<file path="src/page_frame_allocator_top_defines.svh">
// Assertion macros for the page frame allocator.
// Each macro samples on the rising clock edge and is disabled during reset.
`ifndef PAGE_FRAME_ALLOCATOR_TOP_DEFINES_SVH
`define PAGE_FRAME_ALLOCATOR_TOP_DEFINES_SVH

// Check that a condition holds at every edge.
`define PFA_ASSERT_ALWAYS(name, expr, msg) \
   name: assert property (@(posedge clock) disable iff (reset) (expr)) else $error(msg);

// Check that a consequence holds in the cycle after its trigger.
`define PFA_ASSERT_NEXT(name, ante, cons, msg) \
   name: assert property (@(posedge clock) disable iff (reset) (ante) |=> (cons)) \
      else $error(msg);

`endif

</file>
<file path="src/pfa_pkg.sv">
`default_nettype none

package pfa_pkg;

   localparam int FRAME_COUNT_DEFAULT = 64;

   // used marks are kept as words of this many frames
   localparam int WORD_BITS = 8;
   localparam int BIT_W     = 3;

   localparam int MODE_W   = 2;
   localparam int INDEX_W  = 6;
   localparam int OWNER_W  = 16;
   localparam int PAGE_W   = 20;
   localparam int COUNT_W  = 7;
   localparam int COUNT_MAX = 127;

   typedef enum logic [MODE_W-1:0] {
      MODE_ALLOC  = 2'd0,
      MODE_FREE   = 2'd1,
      MODE_ASSIGN = 2'd2,
      MODE_QUERY  = 2'd3
   } mode_type;

   typedef enum logic [2:0] {
      ST_IDLE,
      ST_SCAN_READ,
      ST_SCAN_CHECK,
      ST_LOOKUP,
      ST_UPDATE,
      ST_RESPOND
   } state_type;

endpackage

`default_nettype wire

</file>
<file path="src/page_frame_allocator_top.sv">
// First-fit page frame allocator.
// Requests arrive on the req_ channel (valid/ready) as a mode, a frame index,
// an owner id and a virtual page; each one produces exactly one transfer on
// the rsp_ channel carrying the frame's contents after the operation and the
// count of free frames.
// The block works on one request at a time; req_ready is high only while it
// is idle and out of reset. Free, assign and query pass through the lookup
// (memory read), update and respond states before rsp_valid; an index beyond
// the table goes straight from idle to respond. Allocate scans the used-mark
// words, WORD_BITS frames per word, through one shared priority encoder, with
// a read and a check state per word; a grant, or a failure at the last word,
// goes to the respond state. The next request is taken in the cycle after the
// edge that loads the response register.
// Reset marks every frame free (per-word valid bits clear at once, no sweep)
// and sets the free count to FRAME_COUNT. While the receiver stalls, the
// response register holds; a finished result waits in the RESPOND state
// until the register frees up, and no new request is accepted meanwhile.
`default_nettype none
`include "page_frame_allocator_top_defines.svh"

module page_frame_allocator_top #(
   parameter int FRAME_COUNT = pfa_pkg::FRAME_COUNT_DEFAULT
) (
   input  wire logic                        clock,
   input  wire logic                        reset,
   input  wire logic                        req_valid,
   output logic                             req_ready,
   input  wire logic [pfa_pkg::MODE_W-1:0]  req_mode,
   input  wire logic [pfa_pkg::INDEX_W-1:0] req_frame_index,
   input  wire logic [pfa_pkg::OWNER_W-1:0] req_owner_id,
   input  wire logic [pfa_pkg::PAGE_W-1:0]  req_virtual_page,
   output logic                             rsp_valid,
   input  wire logic                        rsp_ready,
   output logic                             rsp_success,
   output logic [pfa_pkg::INDEX_W-1:0]      rsp_result_frame,
   output logic                             rsp_entry_used,
   output logic [pfa_pkg::OWNER_W-1:0]      rsp_entry_owner,
   output logic [pfa_pkg::PAGE_W-1:0]       rsp_entry_page,
   output logic [pfa_pkg::COUNT_W-1:0]      rsp_free_count
);
   import pfa_pkg::*;

   localparam int NWORDS  = (FRAME_COUNT + WORD_BITS - 1) / WORD_BITS;
   localparam int WADDR_W = (NWORDS > 1) ? $clog2(NWORDS) : 1;
   localparam int FIDX_W  = $clog2(FRAME_COUNT);
   localparam int CNT_W   = $clog2(FRAME_COUNT + 1);
   localparam int DATA_W  = OWNER_W + PAGE_W;

   // storage
   logic [WORD_BITS-1:0] used_mem [NWORDS];
   logic [DATA_W-1:0]    data_mem [FRAME_COUNT];
   logic [NWORDS-1:0]    word_valid_ff;

   state_type            state_ff, state_in;
   mode_type             mode_ff;
   logic [FIDX_W-1:0]    fidx_ff;
   logic [OWNER_W-1:0]   owner_ff;
   logic [PAGE_W-1:0]    page_ff;
   logic [WADDR_W-1:0]   scan_ptr_ff, scan_ptr_in;
   logic [CNT_W-1:0]     free_total_ff, free_total_in;

   logic [WORD_BITS-1:0] rd_word_ff;
   logic                 rd_valid_ff;
   logic [DATA_W-1:0]    data_rd_ff;

   logic                 res_success_ff, res_success_in;
   logic [INDEX_W-1:0]   res_frame_ff, res_frame_in;
   logic                 res_used_ff, res_used_in;
   logic [OWNER_W-1:0]   res_owner_ff, res_owner_in;
   logic [PAGE_W-1:0]    res_page_ff, res_page_in;

   logic                 rsp_valid_ff, rsp_valid_in;
   logic                 rsp_success_ff;
   logic [INDEX_W-1:0]   rsp_frame_ff;
   logic                 rsp_used_ff;
   logic [OWNER_W-1:0]   rsp_owner_ff;
   logic [PAGE_W-1:0]    rsp_page_ff;
   logic [COUNT_W-1:0]   rsp_count_ff;

   logic                 req_accept;
   logic                 req_in_range;
   logic                 rsp_slot_free;
   logic [WADDR_W-1:0]   rd_addr;
   logic [WORD_BITS-1:0] word_base;
   logic [WORD_BITS-1:0] tail_mask;
   logic [WORD_BITS-1:0] free_vec;
   logic                 scan_hit;
   logic                 scan_last;
   logic [BIT_W-1:0]     hit_bit;
   logic [BIT_W-1:0]     cur_bit;
   logic                 cur_used;
   logic                 word_we;
   logic [WADDR_W-1:0]   word_wr_addr;
   logic [WORD_BITS-1:0] word_wr_data;
   logic                 data_we;
   logic [FIDX_W-1:0]    data_wr_addr;
   logic                 rsp_load;

   assign req_ready     = (state_ff == ST_IDLE) && !reset;
   assign req_accept    = req_valid && req_ready;
   assign req_in_range  = (32'(req_frame_index) < FRAME_COUNT);
   assign rsp_slot_free = !rsp_valid_ff || rsp_ready;

   assign word_base = rd_valid_ff ? rd_word_ff : '0;
   assign cur_bit   = BIT_W'(fidx_ff);
   assign cur_used  = word_base[cur_bit];
   assign free_vec  = ~word_base & tail_mask;
   assign scan_hit  = |free_vec;
   assign scan_last = (scan_ptr_ff == WADDR_W'(NWORDS - 1));
   assign rd_addr   = (state_ff == ST_LOOKUP) ? WADDR_W'(fidx_ff >> BIT_W) : scan_ptr_ff;

   // frames past the end of the table count as used
   always_comb begin
      for (int b = 0; b < WORD_BITS; b++) begin
         tail_mask[b] = ((int'(scan_ptr_ff) * WORD_BITS + b) < FRAME_COUNT);
      end
   end

   always_comb begin
      hit_bit = '0;
      for (int b = WORD_BITS - 1; b >= 0; b--) begin
         if (free_vec[b]) begin
            hit_bit = BIT_W'(b);
         end
      end
   end

   // next state
   always_comb begin
      state_in = state_ff;
      case (state_ff)
         ST_IDLE: begin
            if (req_accept) begin
               if (mode_type'(req_mode) == MODE_ALLOC) begin
                  state_in = ST_SCAN_READ;
               end else if (req_in_range) begin
                  state_in = ST_LOOKUP;
               end else begin
                  state_in = ST_RESPOND;
               end
            end
         end
         ST_SCAN_READ:  state_in = ST_SCAN_CHECK;
         ST_SCAN_CHECK: begin
            if (scan_hit || scan_last) begin
               state_in = ST_RESPOND;
            end else begin
               state_in = ST_SCAN_READ;
            end
         end
         ST_LOOKUP:     state_in = ST_UPDATE;
         ST_UPDATE:     state_in = ST_RESPOND;
         ST_RESPOND: begin
            if (rsp_slot_free) begin
               state_in = ST_IDLE;
            end
         end
         default:       state_in = ST_IDLE;
      endcase
   end

   // datapath control
   always_comb begin
      scan_ptr_in    = scan_ptr_ff;
      free_total_in  = free_total_ff;
      res_success_in = res_success_ff;
      res_frame_in   = res_frame_ff;
      res_used_in    = res_used_ff;
      res_owner_in   = res_owner_ff;
      res_page_in    = res_page_ff;
      word_we        = 1'b0;
      word_wr_addr   = WADDR_W'(fidx_ff >> BIT_W);
      word_wr_data   = word_base;
      data_we        = 1'b0;
      data_wr_addr   = fidx_ff;
      rsp_load       = 1'b0;
      case (state_ff)
         ST_IDLE: begin
            if (req_accept) begin
               // preset the answer for an index beyond the table
               scan_ptr_in    = '0;
               res_success_in = 1'b1;
               res_frame_in   = req_frame_index;
               res_used_in    = 1'b0;
               res_owner_in   = '0;
               res_page_in    = '0;
            end
         end
         ST_SCAN_CHECK: begin
            if (scan_hit) begin
               word_we        = 1'b1;
               word_wr_addr   = scan_ptr_ff;
               word_wr_data   = word_base | (WORD_BITS'(1) << hit_bit);
               data_we        = 1'b1;
               data_wr_addr   = FIDX_W'({scan_ptr_ff, hit_bit});
               if (free_total_ff != '0) begin
                  free_total_in = free_total_ff - CNT_W'(1);
               end
               res_success_in = 1'b1;
               res_frame_in   = INDEX_W'({scan_ptr_ff, hit_bit});
               res_used_in    = 1'b1;
               res_owner_in   = owner_ff;
               res_page_in    = page_ff;
            end else if (scan_last) begin
               res_success_in = 1'b0;
               res_frame_in   = '0;
               res_used_in    = 1'b0;
               res_owner_in   = '0;
               res_page_in    = '0;
            end else begin
               scan_ptr_in = scan_ptr_ff + WADDR_W'(1);
            end
         end
         ST_UPDATE: begin
            case (mode_ff)
               MODE_FREE: begin
                  word_we      = 1'b1;
                  word_wr_data = word_base & ~(WORD_BITS'(1) << cur_bit);
                  if (cur_used) begin
                     free_total_in = free_total_ff + CNT_W'(1);
                  end
                  res_used_in  = 1'b0;
                  res_owner_in = '0;
                  res_page_in  = '0;
               end
               MODE_ASSIGN: begin
                  word_we      = 1'b1;
                  word_wr_data = word_base | (WORD_BITS'(1) << cur_bit);
                  data_we      = 1'b1;
                  if (!cur_used && free_total_ff != '0) begin
                     free_total_in = free_total_ff - CNT_W'(1);
                  end
                  res_used_in  = 1'b1;
                  res_owner_in = owner_ff;
                  res_page_in  = page_ff;
               end
               default: begin
                  // query: owner and page of a free frame read as zero
                  res_used_in  = cur_used;
                  res_owner_in = cur_used ? data_rd_ff[DATA_W-1:PAGE_W] : '0;
                  res_page_in  = cur_used ? data_rd_ff[PAGE_W-1:0] : '0;
               end
            endcase
         end
         ST_RESPOND: begin
            rsp_load = rsp_slot_free;
         end
         default: begin
         end
      endcase
   end

   always_comb begin
      rsp_valid_in = rsp_valid_ff;
      if (rsp_load) begin
         rsp_valid_in = 1'b1;
      end else if (rsp_ready) begin
         rsp_valid_in = 1'b0;
      end
   end

   // control registers
   always_ff @(posedge clock) begin
      if (reset) begin
         state_ff      <= ST_IDLE;
         scan_ptr_ff   <= '0;
         free_total_ff <= CNT_W'(FRAME_COUNT);
         word_valid_ff <= '0;
         rsp_valid_ff  <= 1'b0;
      end else begin
         state_ff      <= state_in;
         scan_ptr_ff   <= scan_ptr_in;
         free_total_ff <= free_total_in;
         rsp_valid_ff  <= rsp_valid_in;
         if (word_we) begin
            word_valid_ff[word_wr_addr] <= 1'b1;
         end
      end
   end

   // payload registers
   always_ff @(posedge clock) begin
      if (req_accept) begin
         mode_ff  <= mode_type'(req_mode);
         fidx_ff  <= FIDX_W'(req_frame_index);
         owner_ff <= req_owner_id;
         page_ff  <= req_virtual_page;
      end
      res_success_ff <= res_success_in;
      res_frame_ff   <= res_frame_in;
      res_used_ff    <= res_used_in;
      res_owner_ff   <= res_owner_in;
      res_page_ff    <= res_page_in;
      if (rsp_load) begin
         rsp_success_ff <= res_success_ff;
         rsp_frame_ff   <= res_frame_ff;
         rsp_used_ff    <= res_used_ff;
         rsp_owner_ff   <= res_owner_ff;
         rsp_page_ff    <= res_page_ff;
         rsp_count_ff   <= (free_total_ff > CNT_W'(COUNT_MAX)) ? COUNT_W'(COUNT_MAX)
                                                               : COUNT_W'(free_total_ff);
      end
   end

   // used-mark words
   always_ff @(posedge clock) begin
      if (word_we) begin
         used_mem[word_wr_addr] <= word_wr_data;
      end
      rd_word_ff  <= used_mem[rd_addr];
      rd_valid_ff <= word_valid_ff[rd_addr];
   end

   // owner and page entries
   always_ff @(posedge clock) begin
      if (data_we) begin
         data_mem[data_wr_addr] <= {owner_ff, page_ff};
      end
      data_rd_ff <= data_mem[fidx_ff];
   end

   assign rsp_valid        = rsp_valid_ff;
   assign rsp_success      = rsp_success_ff;
   assign rsp_result_frame = rsp_frame_ff;
   assign rsp_entry_used   = rsp_used_ff;
   assign rsp_entry_owner  = rsp_owner_ff;
   assign rsp_entry_page   = rsp_page_ff;
   assign rsp_free_count   = rsp_count_ff;

   `PFA_ASSERT_ALWAYS(a_free_bound, 32'(free_total_ff) <= FRAME_COUNT,
      "free count above table size")
   `PFA_ASSERT_ALWAYS(a_scan_bound, 32'(scan_ptr_ff) < NWORDS, "scan pointer past last word")
   `PFA_ASSERT_NEXT(a_grant_count,
      state_ff == ST_SCAN_CHECK && scan_hit && free_total_ff != '0,
      free_total_ff == $past(free_total_ff) - CNT_W'(1), "grant did not take a free frame")
   `PFA_ASSERT_NEXT(a_respond, state_ff == ST_RESPOND && rsp_slot_free,
      rsp_valid_ff && state_ff == ST_IDLE, "finished result not presented")

endmodule

`default_nettype wire

</file>
<file path="config.mk">
export PLATFORM = sky130hd
export DESIGN_NAME = page_frame_allocator_top
export DESIGN_NICKNAME = d
export VERILOG_FILES = /design/src/pfa_pkg.sv /design/src/page_frame_allocator_top.sv
export VERILOG_INCLUDE_DIRS = /design/src /design/src/src
export SDC_FILE = /design/constraint.sdc
export NUM_CORES = 2
export LEC_CHECK = 0
export BUFFER_PORTS_ARGS = -buffer_cell sky130_fd_sc_hd__clkbuf_2
export CAP_MARGIN = 15
export CORE_ASPECT_RATIO = 1.5
export CORE_MARGIN = 1
export CORE_UTILIZATION = 63
export CTS_CLUSTER_SIZE = 12
export DETAILED_ROUTE_END_ITERATION = 7
export PLACE_DENSITY = 0.79
export SLEW_MARGIN = 30
export SYNTH_ARGS = -nofsm -noshare
export SYNTH_HDL_FRONTEND = slang
export SYNTH_SLANG_ARGS = --single-unit
</file>
<file path="constraint.sdc">
create_clock -name clock -period 6.6 [get_ports clock]
set_clock_uncertainty 0.1 [all_clocks]
set_input_delay 1.32 -clock clock [delete_from_list [all_inputs] [get_ports clock]]
set_output_delay 1.32 -clock clock [all_outputs]
set_load 0.02 [all_outputs]
</file>
==> Flow_metrics.wiki <==
{| class="wikitable"
! Metric !! Value
|-
| Worst path setup slack after routing || 1.84 ns
|-
| Number of hold-slack violations in the final timing report || 0
|-
| Count of TritonRoute iterations in the first routing pass || 6
|-
| Post-route design area || 0.108 mm²
|-
| Routed vias/inst || 7.00
|-
| Synthesized netlist net count || 4459
|-
| Final wirelength || roughly 240 mm
|-
| CTS Root Buffer Type || sky130_fd_sc_hd__clkbuf_16
|-
| Slowest cell on the critical path || sky130_fd_sc_hd__nor3_2
|-
| Tmin final || 4.76 ns
|-
| Cell breakdown of the critical path || or3b_1 > a41oi_4 > mux2i_1 > nand2_1 > nor3_2 > buf_4
|-
| Amount of wire on met2 after detailed routing || 124 mm
|-
| Number of vias in the routed layout || 48016
|-
| Maximum number of pins on one net before global-route repair || about 140
|-
| DR DRC count || 0
|-
| Die Y-Extent || 485 µm
|-
| Per-instance average area after synthesis || 22.2 µm²
|-
| Highest net fanout along the worst path || 26
|-
| Number of nets in the finished design || ~4700
|-
| Number of library cell types mapped by synthesis || 76
|-
| Total power density per cell area || 299 mW/mm²
|-
| Achievable frequency || 0.210 GHz
|-
| Post-synthesis share of cell area spent on and, or, nand and nor gates || 0.0200
|-
| # port buffers || 100
|-
| Later-pin clock latency in the skew report || 0.87 ns
|-
| Max-cap check violation count || 0
|-
| Pre-CTS setup slack || 1.87 ns
|-
| Compound-cell area share of the yosys netlist || 0.0335
|-
| Ratio of cells with drive above 1 in the final layout || 0.261
|-
| Die ar. || roughly 0.16 mm²
|-
| Status || finished, final reports clean
|-
| DRC marker count from the first detailed-route iteration || 6564
|-
| Total clock sinks || approximately 2600
|-
| Antenna violations before repair || 5
|-
| Util after Layout || 0.705
|-
| Remaining antenna violation count after routing || 0
|-
| Longest individual stage delay on the worst path || 0.80 ns
|-
| Worst hold slack after final layout || 0.313 ns
|-
| Kind of critical path || flop to flop
|-
| CTS H-Tree Depth || 4
|-
| WL met1 || 80.2 mm
|-
| Relative max-transition margin || 0.274
|-
| Number of enable flip-flop cells after synthesis || around 2500
|-
| Initial core utilization || 0.637
|-
| Register bit total from synthesis || around 2600
|-
| Xor and xnor area share after synthesis || 0.0000894
|-
| CTS tree || yes
|-
| Maximum resistive drop on vdd || 0.262 mV
|-
| Uppermost metal layer occupied by signal nets || met5
|-
| Post-synthesis sequential area ratio || 0.782
|-
| Post-CTS Hold Buffers || 0
|-
| Actual slew at the worst max-slew pin || 1.09 ns
|-
| Class of the most critical hold timing path || flop to flop
|-
| Number of global-route vias before repair || 49381
|-
| Synthesized-area fraction occupied by adder cells || 0.000894
|-
| Width of the die || 324 µm
|-
| RSZ-0062 raised after global routing || no
|-
| Global-route wire length before repair || around 340 mm
|-
| Placeable core area || 0.154 mm²
|-
| Post-CTS Resized || 0
|-
| Routability congestion estimate || 0.871
|-
| Post-detail-place hpwl || 132 mm
|-
| Final Slew Violations || 0
|-
| Aggregate global-route resource usage || 0.311
|-
| Fraction of synthesized area in multiplexers || 0.149
|-
| Nature of the critical path endpoint || flop
|-
| Share of flip-flops with an asynchronous set or reset after synthesis || 0
|-
| Detail Route met3 WL || 23.5 mm
|-
| Count of endpoints failing setup in the final report || 0
|-
| I/O pin cnt || 101
|-
| Final sum of negative setup slack || 0 ns
|-
| Synth Instances || around 4400
|-
| Type of origin of the critical path || flop
|-
| Synthesis-to-layout area growth || 10.6%
|-
| Largest family of logic cells by synthesized area || multiplexers
|-
| Warnings, synthesis || 0
|-
| Post-Place Cell Area || around 0.1 mm²
|-
| Per-cell routed wire length || around 35 µm
|-
| Leakage power summed over all cells || 33.8 nW
|-
| Bufs on Longest Clock Path || 3
|-
| Data arrival time of the critical path || 5.18 ns
|-
| Final period utilization || 0.722
|-
| Combined buffer and inverter count along the critical path || 1
|-
| # rows || 176
|-
| Kind of cell adding the most delay to the critical path || simple AND/OR/NAND/NOR gates
|-
| Aggregate global routing overflow || 0
|-
| Summed instance area of the synthesized netlist || 0.0979 mm²
|-
| WP data required || 7.02 ns
|-
| Total CTS buffers || 236
|-
| Flip-flop cell with the highest count after synthesis || sky130_fd_sc_hd__edfxtp_1
|-
| Post CTS Setup Buffer Count || 0
|-
| Clock-pin transition on the worst setup and hold timing paths || 0.06 ns
|}
## logic make-up after synthesis
kind of cell,after synthesis
adder cells (fa/ha/maj),7
AND/OR/NAND/NOR,390
buffers and inverters,264
flip-flops,2574
XOR/XNOR,1
AO/OA/AOI/OAI,450
multiplexers,718
## cell usage after synthesis (3+ instances only)
| cell type | n | area share |
|---|---|---|
| sky130_fd_sc_hd__o311ai_0 | 3 | 0.00027 |
| sky130_fd_sc_hd__a221oi_1 | 34 | 0.0030 |
| sky130_fd_sc_hd__buf_2 | 89 | 0.0045 |
| sky130_fd_sc_hd__nor2b_1 | 13 | 0.00083 |
| sky130_fd_sc_hd__mux4_2 | 589 | 0.14 |
| sky130_fd_sc_hd__a22oi_1 | 123 | 0.0094 |
| sky130_fd_sc_hd__nor3_1 | 83 | 0.0042 |
| sky130_fd_sc_hd__and3_1 | 11 | 0.00070 |
| sky130_fd_sc_hd__ha_1 | 7 | 0.00089 |
| sky130_fd_sc_hd__or2_2 | 7 | 0.00045 |
| sky130_fd_sc_hd__a22o_1 | 60 | 0.0054 |
| sky130_fd_sc_hd__edfxtp_1 | 2507 | 0.77 |
| sky130_fd_sc_hd__buf_4 | 31 | 0.0024 |
| sky130_fd_sc_hd__o221ai_1 | 8 | 0.00072 |
| sky130_fd_sc_hd__o2111ai_1 | 4 | 0.00036 |
| sky130_fd_sc_hd__nand2_1 | 68 | 0.0026 |
| sky130_fd_sc_hd__buf_1 | 22 | 0.00084 |
| sky130_fd_sc_hd__a32oi_1 | 7 | 0.00063 |
| sky130_fd_sc_hd__nand3_1 | 32 | 0.0016 |
| sky130_fd_sc_hd__buf_6 | 17 | 0.0020 |
| sky130_fd_sc_hd__a31oi_1 | 7 | 0.00045 |
| sky130_fd_sc_hd__a211oi_1 | 5 | 0.00038 |
| sky130_fd_sc_hd__o211ai_1 | 5 | 0.00038 |
| sky130_fd_sc_hd__nand2b_1 | 14 | 0.00089 |
| sky130_fd_sc_hd__and2_1 | 15 | 0.00096 |
| sky130_fd_sc_hd__mux2_2 | 39 | 0.0045 |
| sky130_fd_sc_hd__or4_1 | 3 | 0.00023 |
| sky130_fd_sc_hd__dfxtp_1 | 67 | 0.014 |
| sky130_fd_sc_hd__clkbuf_1 | 92 | 0.0035 |
| sky130_fd_sc_hd__o21ai_0 | 36 | 0.0018 |
| sky130_fd_sc_hd__inv_1 | 11 | 0.00042 |
| sky130_fd_sc_hd__nor3b_1 | 5 | 0.00038 |
| sky130_fd_sc_hd__nand3b_1 | 3 | 0.00023 |
| sky130_fd_sc_hd__or3_1 | 3 | 0.00019 |
| sky130_fd_sc_hd__nor2_1 | 93 | 0.0036 |
| sky130_fd_sc_hd__a31oi_2 | 4 | 0.00051 |
| sky130_fd_sc_hd__mux2i_1 | 88 | 0.0090 |
| sky130_fd_sc_hd__nor4_1 | 3 | 0.00019 |
| sky130_fd_sc_hd__o21a_1 | 19 | 0.0015 |
| sky130_fd_sc_hd__a21oi_1 | 89 | 0.0045 |
| sky130_fd_sc_hd__a32o_1 | 4 | 0.00041 |
| sky130_fd_sc_hd__o22ai_1 | 18 | 0.0011 |
| sky130_fd_sc_hd__nand4_1 | 25 | 0.0016 |
## flip-flops by register name (all words and copies together) (netlist names), 2 cells and up
name	flops
data_mem	2304
data_rd_ff	36
fidx_ff	6
free_total_ff	7
mode_ff	2
owner_ff	16
page_ff	20
rd_word_ff	8
res_frame_ff	6
res_owner_ff	16
res_page_ff	20
rsp_entry_owner	16
rsp_entry_page	20
rsp_free_count	7
rsp_result_frame	6
scan_ptr_ff	3
state_ff	3
used_mem	64
word_valid_ff	8
## power breakdown
part / internal [mW] / switching [mW]
Sequential: 18.1 / 0.110
Combinational: 0.616 / 1.19
Clock: 6.69 / 5.68
Total: 25.5 / 6.98
## layer usage
| layer | up-vias | GRT usage |
|---|---|---|
| met2 | 3371 | 0.524 |
| met1 | 24909 | 0.400 |
| li1 | 19160 | - |
| met5 | - | 0 |
| met4 | 2 | 0.132 |
| met3 | 574 | 0.0566 |
## area by class of cell
class,count,area (µm²)
Sequential cell,2574,76600
Fill cell,8650,45400
Multi-Input combinational cell,1566,20400
Clock buffer,373,6500
Tap cell,2047,2560
Timing Repair Buffer,267,1930
Clock inverter,21,223
Inverter,11,41.3
Antenna cell,2,5.00
## final timing paths
| kind | endpoint | cells past startpoint | start | slack [ns] |
|---|---|---|---|---|
| setup / recovery | data_mem[29][35]$_DFFE_PP_ | 6 | state_ff[1]$_SDFFE_PP0P_ | 1.84 |
| hold / removal | rsp_entry_page[16]$_DFFE_PP_ | 0 | res_page_ff[16]$_DFFE_PP_ | 0.31 |
| setup reg to reg | data_mem[29][35]$_DFFE_PP_ | 6 | state_ff[1]$_SDFFE_PP0P_ | 1.84 |
| hold reg to reg | rsp_entry_page[16]$_DFFE_PP_ | 0 | res_page_ff[16]$_DFFE_PP_ | 0.31 |
## cell usage in the layout, fill, tap and decap left out, types with 11 or more instances in the layout
master / instances
sky130_fd_sc_hd__inv_1: 11
sky130_fd_sc_hd__nor3_1: 18
sky130_fd_sc_hd__edfxtp_1: 2507
sky130_fd_sc_hd__o22ai_1: 17
sky130_fd_sc_hd__o21a_1: 19
sky130_fd_sc_hd__a221oi_1: 34
sky130_fd_sc_hd__mux2i_1: 88
sky130_fd_sc_hd__nand4_1: 25
sky130_fd_sc_hd__and2_1: 13
sky130_fd_sc_hd__nand2b_1: 14
sky130_fd_sc_hd__nor3_2: 60
sky130_fd_sc_hd__buf_12: 13
sky130_fd_sc_hd__a22oi_1: 123
sky130_fd_sc_hd__o21ai_0: 36
sky130_fd_sc_hd__clkbuf_2: 100
sky130_fd_sc_hd__dfxtp_1: 67
sky130_fd_sc_hd__buf_4: 152
sky130_fd_sc_hd__nand3_1: 32
sky130_fd_sc_hd__mux4_2: 589
sky130_fd_sc_hd__nor2_1: 91
sky130_fd_sc_hd__nand2_1: 66
sky130_fd_sc_hd__clkbuf_16: 239
sky130_fd_sc_hd__a22o_1: 60
sky130_fd_sc_hd__clkbuf_1: 132
sky130_fd_sc_hd__a21oi_1: 89
sky130_fd_sc_hd__mux2_2: 39
## stage by stage
stage / cells / power, mW
floorplan: 4404 / 19.7
global placement: 6462 / 20.3
detailed placement: 6465 / 20.4
CTS: 6859 / 32.5
global route: 6860 / 33.2
finish: 6861 / 32.4
Power figures use the tool's default switching activity.
